===== config.mk =====
export PLATFORM = sky130hd
export DESIGN_NAME = stack_machine_alu_unit
export DESIGN_NICKNAME = d
export VERILOG_FILES = /design/src/rtl/core/smalu_pkg.sv /design/src/rtl/core/stack_machine_alu_unit.sv
export SDC_FILE = /design/constraint.sdc
export NUM_CORES = 2
export LEC_CHECK = 0
export BUFFER_PORTS_ARGS = -buffer_cell sky130_fd_sc_hd__buf_4
export CORE_MARGIN = 2
export CORE_UTILIZATION = 35
export CTS_BUF_LIST = sky130_fd_sc_hd__clkbuf_4 sky130_fd_sc_hd__clkbuf_8
export CTS_CLUSTER_SIZE = 10
export DETAILED_ROUTE_END_ITERATION = 7
export GPL_ROUTABILITY_DRIVEN = 0
export GPL_TIMING_DRIVEN = 1
export SLEW_MARGIN = 15
export SYNTH_ARGS = -nofsm -noshare
export SYNTH_HDL_FRONTEND = slang
export SYNTH_SLANG_ARGS = --single-unit

===== constraint.sdc =====
create_clock -name clk -period 8.09 [get_ports clk]
set_input_delay 2.0225 -clock clk [delete_from_list [all_inputs] [get_ports clk]]
set_output_delay 2.0225 -clock clk [all_outputs]
set_load 0.05 [all_outputs]

===== src/rtl/core/smalu_pkg.sv =====
`default_nettype none
package smalu_pkg;

  localparam int DATA_W          = 32;
  localparam int STACK_DEPTH_DEF = 64;
  localparam int DIV_STEPS       = 32;
  localparam int STEP_W          = $clog2(DIV_STEPS);

  typedef logic [DATA_W-1:0] word_t;
  typedef logic [6:0]        level_t;

  typedef enum logic [2:0] {
    OP_PUSH    = 3'd0,
    OP_ADD     = 3'd1,
    OP_SUB     = 3'd2,
    OP_MUL     = 3'd3,
    OP_DIV     = 3'd4,
    OP_OUT     = 3'd5,
    OP_HLT     = 3'd6,
    OP_INVALID = 3'd7
  } op_t;

  typedef enum logic [3:0] {
    ST_OK      = 4'd0,
    ST_OUT     = 4'd1,
    ST_MISSING = 4'd2,
    ST_INVALID = 4'd3,
    ST_UNDER   = 4'd4,
    ST_OVER    = 4'd5,
    ST_DIVZERO = 4'd6,
    ST_HALT    = 4'd7,
    ST_IGNORED = 4'd8
  } status_t;

  typedef enum logic [3:0] {
    S_IDLE,
    S_CHECK,
    S_RD_OUT,
    S_RD_TOP,
    S_RD_SEC,
    S_EXEC,
    S_ABS_A,
    S_ABS_B,
    S_DIV,
    S_FIX,
    S_WB,
    S_DONE
  } state_t;

endpackage
`default_nettype wire


===== src/rtl/core/stack_machine_alu_unit.sv =====
// Push, halt, invalid and ignored requests go from check to done; out reads the
// top entry; add, sub and mul read both operands, execute and write back; div adds
// absolute-value, divider-loop and fixup states. One request at a time; the radix-2
// divider loop (32 steps through the shared 33-bit adder) is the longest operation.
// Synchronous active-low reset empties the stack, clears halt and drops out_valid;
// stack memory contents are not cleared.
`default_nettype none
module stack_machine_alu_unit #(
  parameter int STACK_DEPTH = smalu_pkg::STACK_DEPTH_DEF
) (
  input  wire logic                            clk,
  input  wire logic                            rst_n,
  input  wire logic                            in_valid,
  output logic                                 in_ready,
  input  wire logic [2:0]                      in_req_type,
  input  wire logic signed [smalu_pkg::DATA_W-1:0] in_push_value,
  input  wire logic                            in_value_present,
  input  wire logic                            in_last_item,
  output logic                                 out_valid,
  input  wire logic                            out_ready,
  output logic [3:0]                           out_status,
  output logic signed [smalu_pkg::DATA_W-1:0]  out_out_value,
  output logic [6:0]                           out_stack_level
);

  localparam int AW = (STACK_DEPTH > 1) ? $clog2(STACK_DEPTH) : 1;
  localparam int CW = $clog2(STACK_DEPTH + 1);
  localparam int DW = smalu_pkg::DATA_W;
  localparam int SW = smalu_pkg::STEP_W;

  smalu_pkg::state_t  state_r, state_nxt;
  smalu_pkg::op_t     op_r, op_nxt;
  smalu_pkg::word_t   val_r, val_nxt;
  logic               pres_r, pres_nxt;
  logic               last_r, last_nxt;
  logic [CW-1:0]      cnt_r, cnt_nxt;
  logic               halted_r, halted_nxt;
  smalu_pkg::word_t   s_r, s_nxt;
  smalu_pkg::word_t   t_r, t_nxt;
  smalu_pkg::word_t   rem_r, rem_nxt;
  smalu_pkg::word_t   res_r, res_nxt;
  logic               neg_r, neg_nxt;
  logic [SW-1:0]      step_r, step_nxt;
  smalu_pkg::status_t sts_r, sts_nxt;
  smalu_pkg::word_t   emit_r, emit_nxt;
  logic               out_valid_r, out_valid_nxt;
  smalu_pkg::status_t out_sts_r, out_sts_nxt;
  smalu_pkg::word_t   out_val_r, out_val_nxt;
  smalu_pkg::level_t  out_lvl_r, out_lvl_nxt;

  smalu_pkg::word_t   mem [STACK_DEPTH];
  smalu_pkg::word_t   rd_data_r;
  logic [AW-1:0]      rd_addr;
  logic               wr_en;
  logic [AW-1:0]      wr_addr;
  smalu_pkg::word_t   wr_data;

  logic [CW-1:0]      cnt_m1;
  logic [CW-1:0]      cnt_m2;
  logic [DW:0]        add_a;
  logic [DW:0]        add_b;
  logic               add_cin;
  logic [DW+1:0]      add_sum;
  logic               div_ge;
  smalu_pkg::word_t   mul_lo;

  assign cnt_m1  = cnt_r - CW'(1);
  assign cnt_m2  = cnt_r - CW'(2);
  assign rd_addr = (state_r == smalu_pkg::S_CHECK) ? cnt_m1[AW-1:0] : cnt_m2[AW-1:0];
  assign add_sum = {1'b0, add_a} + {1'b0, add_b} + {{(DW+1){1'b0}}, add_cin};
  assign div_ge  = add_sum[DW+1];
  assign mul_lo  = s_r * t_r;

  assign in_ready        = (state_r == smalu_pkg::S_IDLE);
  assign out_valid       = out_valid_r;
  assign out_status      = out_sts_r;
  assign out_out_value   = out_val_r;
  assign out_stack_level = out_lvl_r;

  always_comb begin
    state_nxt = state_r;
    case (state_r)
      smalu_pkg::S_IDLE: begin
        if (in_valid) state_nxt = smalu_pkg::S_CHECK;
      end
      smalu_pkg::S_CHECK: begin
        state_nxt = smalu_pkg::S_DONE;
        if (!halted_r) begin
          case (op_r)
            smalu_pkg::OP_ADD, smalu_pkg::OP_SUB, smalu_pkg::OP_MUL,
            smalu_pkg::OP_DIV: begin
              if (cnt_r >= CW'(2)) state_nxt = smalu_pkg::S_RD_TOP;
            end
            smalu_pkg::OP_OUT: begin
              if (cnt_r != '0) state_nxt = smalu_pkg::S_RD_OUT;
            end
            default: state_nxt = smalu_pkg::S_DONE;
          endcase
        end
      end
      smalu_pkg::S_RD_OUT: state_nxt = smalu_pkg::S_DONE;
      smalu_pkg::S_RD_TOP: state_nxt = smalu_pkg::S_RD_SEC;
      smalu_pkg::S_RD_SEC: state_nxt = smalu_pkg::S_EXEC;
      smalu_pkg::S_EXEC: begin
        if (op_r == smalu_pkg::OP_DIV) begin
          state_nxt = (t_r == '0) ? smalu_pkg::S_DONE : smalu_pkg::S_ABS_A;
        end else begin
          state_nxt = smalu_pkg::S_WB;
        end
      end
      smalu_pkg::S_ABS_A: state_nxt = smalu_pkg::S_ABS_B;
      smalu_pkg::S_ABS_B: state_nxt = smalu_pkg::S_DIV;
      smalu_pkg::S_DIV: begin
        if (step_r == SW'(smalu_pkg::DIV_STEPS - 1)) state_nxt = smalu_pkg::S_FIX;
      end
      smalu_pkg::S_FIX: state_nxt = smalu_pkg::S_WB;
      smalu_pkg::S_WB:  state_nxt = smalu_pkg::S_DONE;
      smalu_pkg::S_DONE: begin
        if (!out_valid_r || out_ready) state_nxt = smalu_pkg::S_IDLE;
      end
      default: state_nxt = smalu_pkg::S_IDLE;
    endcase
  end

  always_comb begin
    op_nxt        = op_r;
    val_nxt       = val_r;
    pres_nxt      = pres_r;
    last_nxt      = last_r;
    cnt_nxt       = cnt_r;
    halted_nxt    = halted_r;
    s_nxt         = s_r;
    t_nxt         = t_r;
    rem_nxt       = rem_r;
    res_nxt       = res_r;
    neg_nxt       = neg_r;
    step_nxt      = step_r;
    sts_nxt       = sts_r;
    emit_nxt      = emit_r;
    out_valid_nxt = out_valid_r && !out_ready;
    out_sts_nxt   = out_sts_r;
    out_val_nxt   = out_val_r;
    out_lvl_nxt   = out_lvl_r;
    wr_en         = 1'b0;
    wr_addr       = cnt_r[AW-1:0];
    wr_data       = val_r;
    add_a         = '0;
    add_b         = '0;
    add_cin       = 1'b0;
    case (state_r)
      smalu_pkg::S_IDLE: begin
        if (in_valid) begin
          op_nxt   = smalu_pkg::op_t'(in_req_type);
          val_nxt  = in_push_value;
          pres_nxt = in_value_present;
          last_nxt = in_last_item;
        end
      end
      smalu_pkg::S_CHECK: begin
        sts_nxt  = smalu_pkg::ST_OK;
        emit_nxt = '0;
        if (halted_r) begin
          sts_nxt = smalu_pkg::ST_IGNORED;
        end else begin
          case (op_r)
            smalu_pkg::OP_PUSH: begin
              if (!pres_r) begin
                sts_nxt = smalu_pkg::ST_MISSING;
              end else if (cnt_r >= CW'(STACK_DEPTH)) begin
                sts_nxt = smalu_pkg::ST_OVER;
              end else begin
                wr_en   = 1'b1;
                cnt_nxt = cnt_r + CW'(1);
              end
            end
            smalu_pkg::OP_ADD, smalu_pkg::OP_SUB, smalu_pkg::OP_MUL,
            smalu_pkg::OP_DIV: begin
              if (cnt_r < CW'(2)) sts_nxt = smalu_pkg::ST_UNDER;
            end
            smalu_pkg::OP_OUT: begin
              if (cnt_r == '0) sts_nxt = smalu_pkg::ST_UNDER;
            end
            smalu_pkg::OP_HLT: begin
              sts_nxt    = smalu_pkg::ST_HALT;
              halted_nxt = 1'b1;
            end
            default: sts_nxt = smalu_pkg::ST_INVALID;
          endcase
        end
      end
      smalu_pkg::S_RD_OUT: begin
        emit_nxt = rd_data_r;
        cnt_nxt  = cnt_m1;
        sts_nxt  = smalu_pkg::ST_OUT;
      end
      smalu_pkg::S_RD_TOP: t_nxt = rd_data_r;
      smalu_pkg::S_RD_SEC: s_nxt = rd_data_r;
      smalu_pkg::S_EXEC: begin
        case (op_r)
          smalu_pkg::OP_ADD: begin
            add_a   = {1'b0, s_r};
            add_b   = {1'b0, t_r};
            res_nxt = add_sum[DW-1:0];
          end
          smalu_pkg::OP_SUB: begin
            add_a   = {1'b0, s_r};
            add_b   = {1'b0, ~t_r};
            add_cin = 1'b1;
            res_nxt = add_sum[DW-1:0];
          end
          smalu_pkg::OP_MUL: res_nxt = mul_lo;
          default: begin
            neg_nxt = s_r[DW-1] ^ t_r[DW-1];
            if (t_r == '0) sts_nxt = smalu_pkg::ST_DIVZERO;
          end
        endcase
      end
      smalu_pkg::S_ABS_A: begin
        add_b    = {1'b0, ~s_r};
        add_cin  = 1'b1;
        rem_nxt  = '0;
        step_nxt = '0;
        if (s_r[DW-1]) s_nxt = add_sum[DW-1:0];
      end
      smalu_pkg::S_ABS_B: begin
        add_b   = {1'b0, ~t_r};
        add_cin = 1'b1;
        if (t_r[DW-1]) t_nxt = add_sum[DW-1:0];
      end
      smalu_pkg::S_DIV: begin
        add_a    = {rem_r, s_r[DW-1]};
        add_b    = ~{1'b0, t_r};
        add_cin  = 1'b1;
        s_nxt    = {s_r[DW-2:0], div_ge};
        rem_nxt  = div_ge ? add_sum[DW-1:0] : {rem_r[DW-2:0], s_r[DW-1]};
        step_nxt = step_r + SW'(1);
      end
      smalu_pkg::S_FIX: begin
        add_b   = {1'b0, ~s_r};
        add_cin = 1'b1;
        res_nxt = neg_r ? add_sum[DW-1:0] : s_r;
      end
      smalu_pkg::S_WB: begin
        wr_en   = 1'b1;
        wr_addr = cnt_m2[AW-1:0];
        wr_data = res_r;
        cnt_nxt = cnt_m1;
      end
      smalu_pkg::S_DONE: begin
        if (!out_valid_r || out_ready) begin
          out_valid_nxt = 1'b1;
          out_sts_nxt   = sts_r;
          out_val_nxt   = emit_r;
          out_lvl_nxt   = smalu_pkg::level_t'(cnt_r);
          if (last_r) begin
            cnt_nxt    = '0;
            halted_nxt = 1'b0;
          end
        end
      end
      default: begin
      end
    endcase
  end

  always_ff @(posedge clk) begin
    if (wr_en) mem[wr_addr] <= wr_data;
    rd_data_r <= mem[rd_addr];
  end

  always_ff @(posedge clk) begin
    if (!rst_n) begin
      state_r     <= smalu_pkg::S_IDLE;
      cnt_r       <= '0;
      halted_r    <= 1'b0;
      out_valid_r <= 1'b0;
    end else begin
      state_r     <= state_nxt;
      cnt_r       <= cnt_nxt;
      halted_r    <= halted_nxt;
      out_valid_r <= out_valid_nxt;
    end
  end

  always_ff @(posedge clk) begin
    op_r      <= op_nxt;
    val_r     <= val_nxt;
    pres_r    <= pres_nxt;
    last_r    <= last_nxt;
    s_r       <= s_nxt;
    t_r       <= t_nxt;
    rem_r     <= rem_nxt;
    res_r     <= res_nxt;
    neg_r     <= neg_nxt;
    step_r    <= step_nxt;
    sts_r     <= sts_nxt;
    emit_r    <= emit_nxt;
    out_sts_r <= out_sts_nxt;
    out_val_r <= out_val_nxt;
    out_lvl_r <= out_lvl_nxt;
  end

  a_cnt_bound: assert property (@(posedge clk) disable iff (!rst_n)
    cnt_r <= CW'(STACK_DEPTH))
    else $error("stack count beyond depth");

  a_exec_operands: assert property (@(posedge clk) disable iff (!rst_n)
    state_r == smalu_pkg::S_EXEC |-> cnt_r >= CW'(2))
    else $error("arithmetic with fewer than two entries");

  a_fix_after_div: assert property (@(posedge clk) disable iff (!rst_n)
    state_r == smalu_pkg::S_FIX |->
      ($past(state_r) == smalu_pkg::S_DIV &&
       $past(step_r) == SW'(smalu_pkg::DIV_STEPS - 1)))
    else $error("quotient fixup before divider finished");

  a_done_loads: assert property (@(posedge clk) disable iff (!rst_n)
    (state_r == smalu_pkg::S_DONE && (!out_valid_r || out_ready)) |=>
      (out_valid_r && state_r == smalu_pkg::S_IDLE))
    else $error("result not loaded on completion");

endmodule
`default_nettype wire

==> metrics.csv <==
stage;metric;value;unit
sta;fmax;0.132;GHz
cells_and_area;nets;7383;
floorplanning;core-area;309000;sq um
setup_path;crit_type;reg -> reg;
global_route;grt_overflow;0;
cells_and_area;seq_area;69900;sq um
cells_and_area;mostFrequentLayoutCells;2,298 x edfxtp_1, 542 x mux4_2, 421 x nand2_1;
synth;yosys.area.top_type;edfxtp_1;
cells_and_area;area_growth;12.8;%
synth;synth_edf_count;2298;
setup_path;critPathLaunchType;flip-flop;
synth;synth_flop_cell;edfxtp_1;
floorplanning;num_io_pins;86;
floorplanning;die_h;562;um
clocking;postCtsHoldBufs;0;
global_route;grt_max_degree;145;
setup_path;slowest_delay;930;ps
global_route;antenna_found_initial;13;
sta;setup_viol;0;
placed_design;placed_area;116000;sq um
cells_and_area;fillCellCount;28101;
synth;synthCells;6471;
outcome;status;complete, no violations;
sta;hold_viol_final;0;
synth;synth_top_family_by_area;multiplexers;
clocking;h-tree-depth;5;
sta;slew_headroom;14.7;%
placed_design;hpwl;186000;um
clocking;cts_sinks;2343;
synth;synth-simple-area-share;5.70;%
setup_path;critical_path_arrival;8390;ps
sta;finClkSkew;93.8;ps
clocking;post_cts_resized;0;
placed_design;place_inst;10499;
routing;vias;60336;
synth;syn_area;109000;sq um
synth;yosys_warnings;0;
floorplanning;start_util;35.3;%
clocking;clk-insertion-delay-late;1100;ps
routing;firstDrtPassIters;6;
setup_path;cp_cell_sequence;and2_1 > fa_1 > inv_1 > fa_1 > fa_1 > inv_1 > fa_1 > ha_1 > ha_1 > inv_1 > fa_1 > inv_1 > fa_1 > ha_1 > o21ai_0 > nor2_1 > a21oi_1 > a21boi_0 > buf_4 > o41ai_1 > o21bai_1 > a41oi_1 > xor2_1 > o21ai_0;
clocking;clockBufferDepth;4;
cells_and_area;final_cells;11189;
synth;synth_nets;7085;
sta;worstMarginPinSlew;1280;ps
sta;fin_crit_sh;93.7;%
synth;synth_compound_area_share;4.27;%
routing;drc_errors;0;
synth;ys_seq_area_share;64.1;%
synth;async_flop_share;0;%
cells_and_area;fin_area;123000;sq um
routing;via_per_inst;5.39;
global_route;grt_usage;19.4;%
setup_path;crit_slowest_cell;edfxtp_1;
placed_design;io_buffers;85;
synth;synth.area.mux_share;12.6;%
hold_path;hp-class;reg -> reg;
setup_path;worstPathMaxFanout;20;
floorplanning;dieWidth;562;um
cells_and_area;final_layout_size_suffix_gt1_share;21.8;%
sta;rsz0062_at_grt;no;
cells_and_area;final_common_cell;edfxtp_1;
routing;dr.first_iter.drc_count;6427;
setup_path;worstPathRequired;8900;ps
cells_and_area;multi_input_area;36700;sq um
clocking;cts_tree;built;
floorplanning;num_rows;204;
setup_path;cp_common_cell;fa_1;
job;maxCapViolCount;0;
synth;syn_area_per_cell;16.9;sq um
sta;report.final.slew_viol_count;0;
setup_path;critPathCaptureType;flip-flop;
clocking;clockRootBuffer;clkbuf_8;
clocking;cts_buffers;388;
synth;synth.distinct_cells;78;
global_route;grt_pass1_wl;444000;um
routing;ant_nets;0;
routing;drt-total-wl;308000;um
synth;synth_xor_xnor_area_share;0.997;%
synth;synth_fa_ha_area_share;9.40;%
clocking;clk_pin_slew;60;ps
floorplanning;dieArea;316000;sq um
global_route;first_global_vias;62434;
routing;wl_per_cell;27.5;um
synth;synthTopCellsByArea;edfxtp_1 63%, mux4_2 11%, fa_1 7.5%, and2_1 2.0%, ha_1 1.9%;
clocking;post-cts-setup-buffers;0;
sta;min_period;7580;ps
synth;synth_seq_cells;2343;
sta;fin_tns_setup;0;ps
synth;synth_top_area_share;63.3;%
[sequential cells by signal (all words and copies together), names as in the netlist, 3 cells and up]
| signal | cells |
|---|---|
| s_r | 32 |
| out_stack_level | 7 |
| mem | 2048 |
| op_r | 3 |
| val_r | 32 |
| out_out_value | 32 |
| cnt_r | 7 |
| rd_data_r | 32 |
| emit_r | 32 |
| state_r | 4 |
| sts_r | 4 |
| t_r | 32 |
| step_r | 5 |
| rem_r | 32 |
| out_status | 4 |
| res_r | 32 |
[cell type report]
class / instances / share of cell area, %
clock buffer: 497 / 5.07
inverter: 411 / 1.25
multi-input combinational: 3326 / 29.8
sequential: 2343 / 56.8
antenna: 11 / 0.0224
timing repair buffer: 299 / 1.97
tap: 4120 / 4.19
clock inverter: 182 / 0.900
[kinds of logic after synthesis]
logic type                 count (synthesis)
AOI/OAI and AO/OA                        694
muxes                                    693
adders and majority gates                573
DFF                                     2343
buffers and inverters                    802
and+or+nand+nor                         1244
xor gates and xnor gates                 122
[layer usage]
metal,track usage (%),share of wire (%),routed length (um),vias to the layer above
li1,-,-,-,25156
met1,25.3,40,123000,31955
met2,32.0,49,150000,2665
met3,3.77,7.6,23400,558
met4,7.37,3.7,11300,2
met5,0,0.0059,18,-
[cells in the mapped netlist, types with 42 or more instances]
cell type	count
fa_1	410
a21oi_1	210
nor2b_1	132
mux2i_1	150
clkbuf_1	245
inv_1	409
mux4_2	542
edfxtp_1	2298
ha_1	163
and2_1	355
nand2_1	454
a211oi_1	152
a22o_1	42
dfxtp_1	45
xnor2_1	83
buf_2	113
nor2_1	162
o21ai_0	81
[critical path, delay by kind of cell, from the launching register on]
family          cells  cell delay, ps
simple gates        2             370
flops               1             930
compound gates      7            1750
fa+ha+maj           9            3610
xor+xnor            1             220
buf+inv             5             420
[metrics by stage]
stage	setup slack [ps]	utilization (%)	hold slack (ps)
after detailed placement	552	37.4	405
after CTS	450	39.8	401
after global routing	160	39.8	418
final	508	39.8	392
after global placement	736	37.4	405
after floorplan	1170	-	400
[worst paths after layout]
check	from	to	slack (ps)	depth (start not counted)
max	s_r[5]$_DFFE_PP_	res_r[20]$_DFFE_PP_	510	24
min reg2reg	emit_r[7]$_SDFFCE_PN0P_	out_out_value[7]$_DFFE_PP_	390	0
max reg2reg	s_r[5]$_DFFE_PP_	res_r[20]$_DFFE_PP_	510	24
min	emit_r[7]$_SDFFCE_PN0P_	out_out_value[7]$_DFFE_PP_	390	0
Power is not shown: default switching activity piles up to over one toggle a cycle in this logic, so the estimate is an artifact.
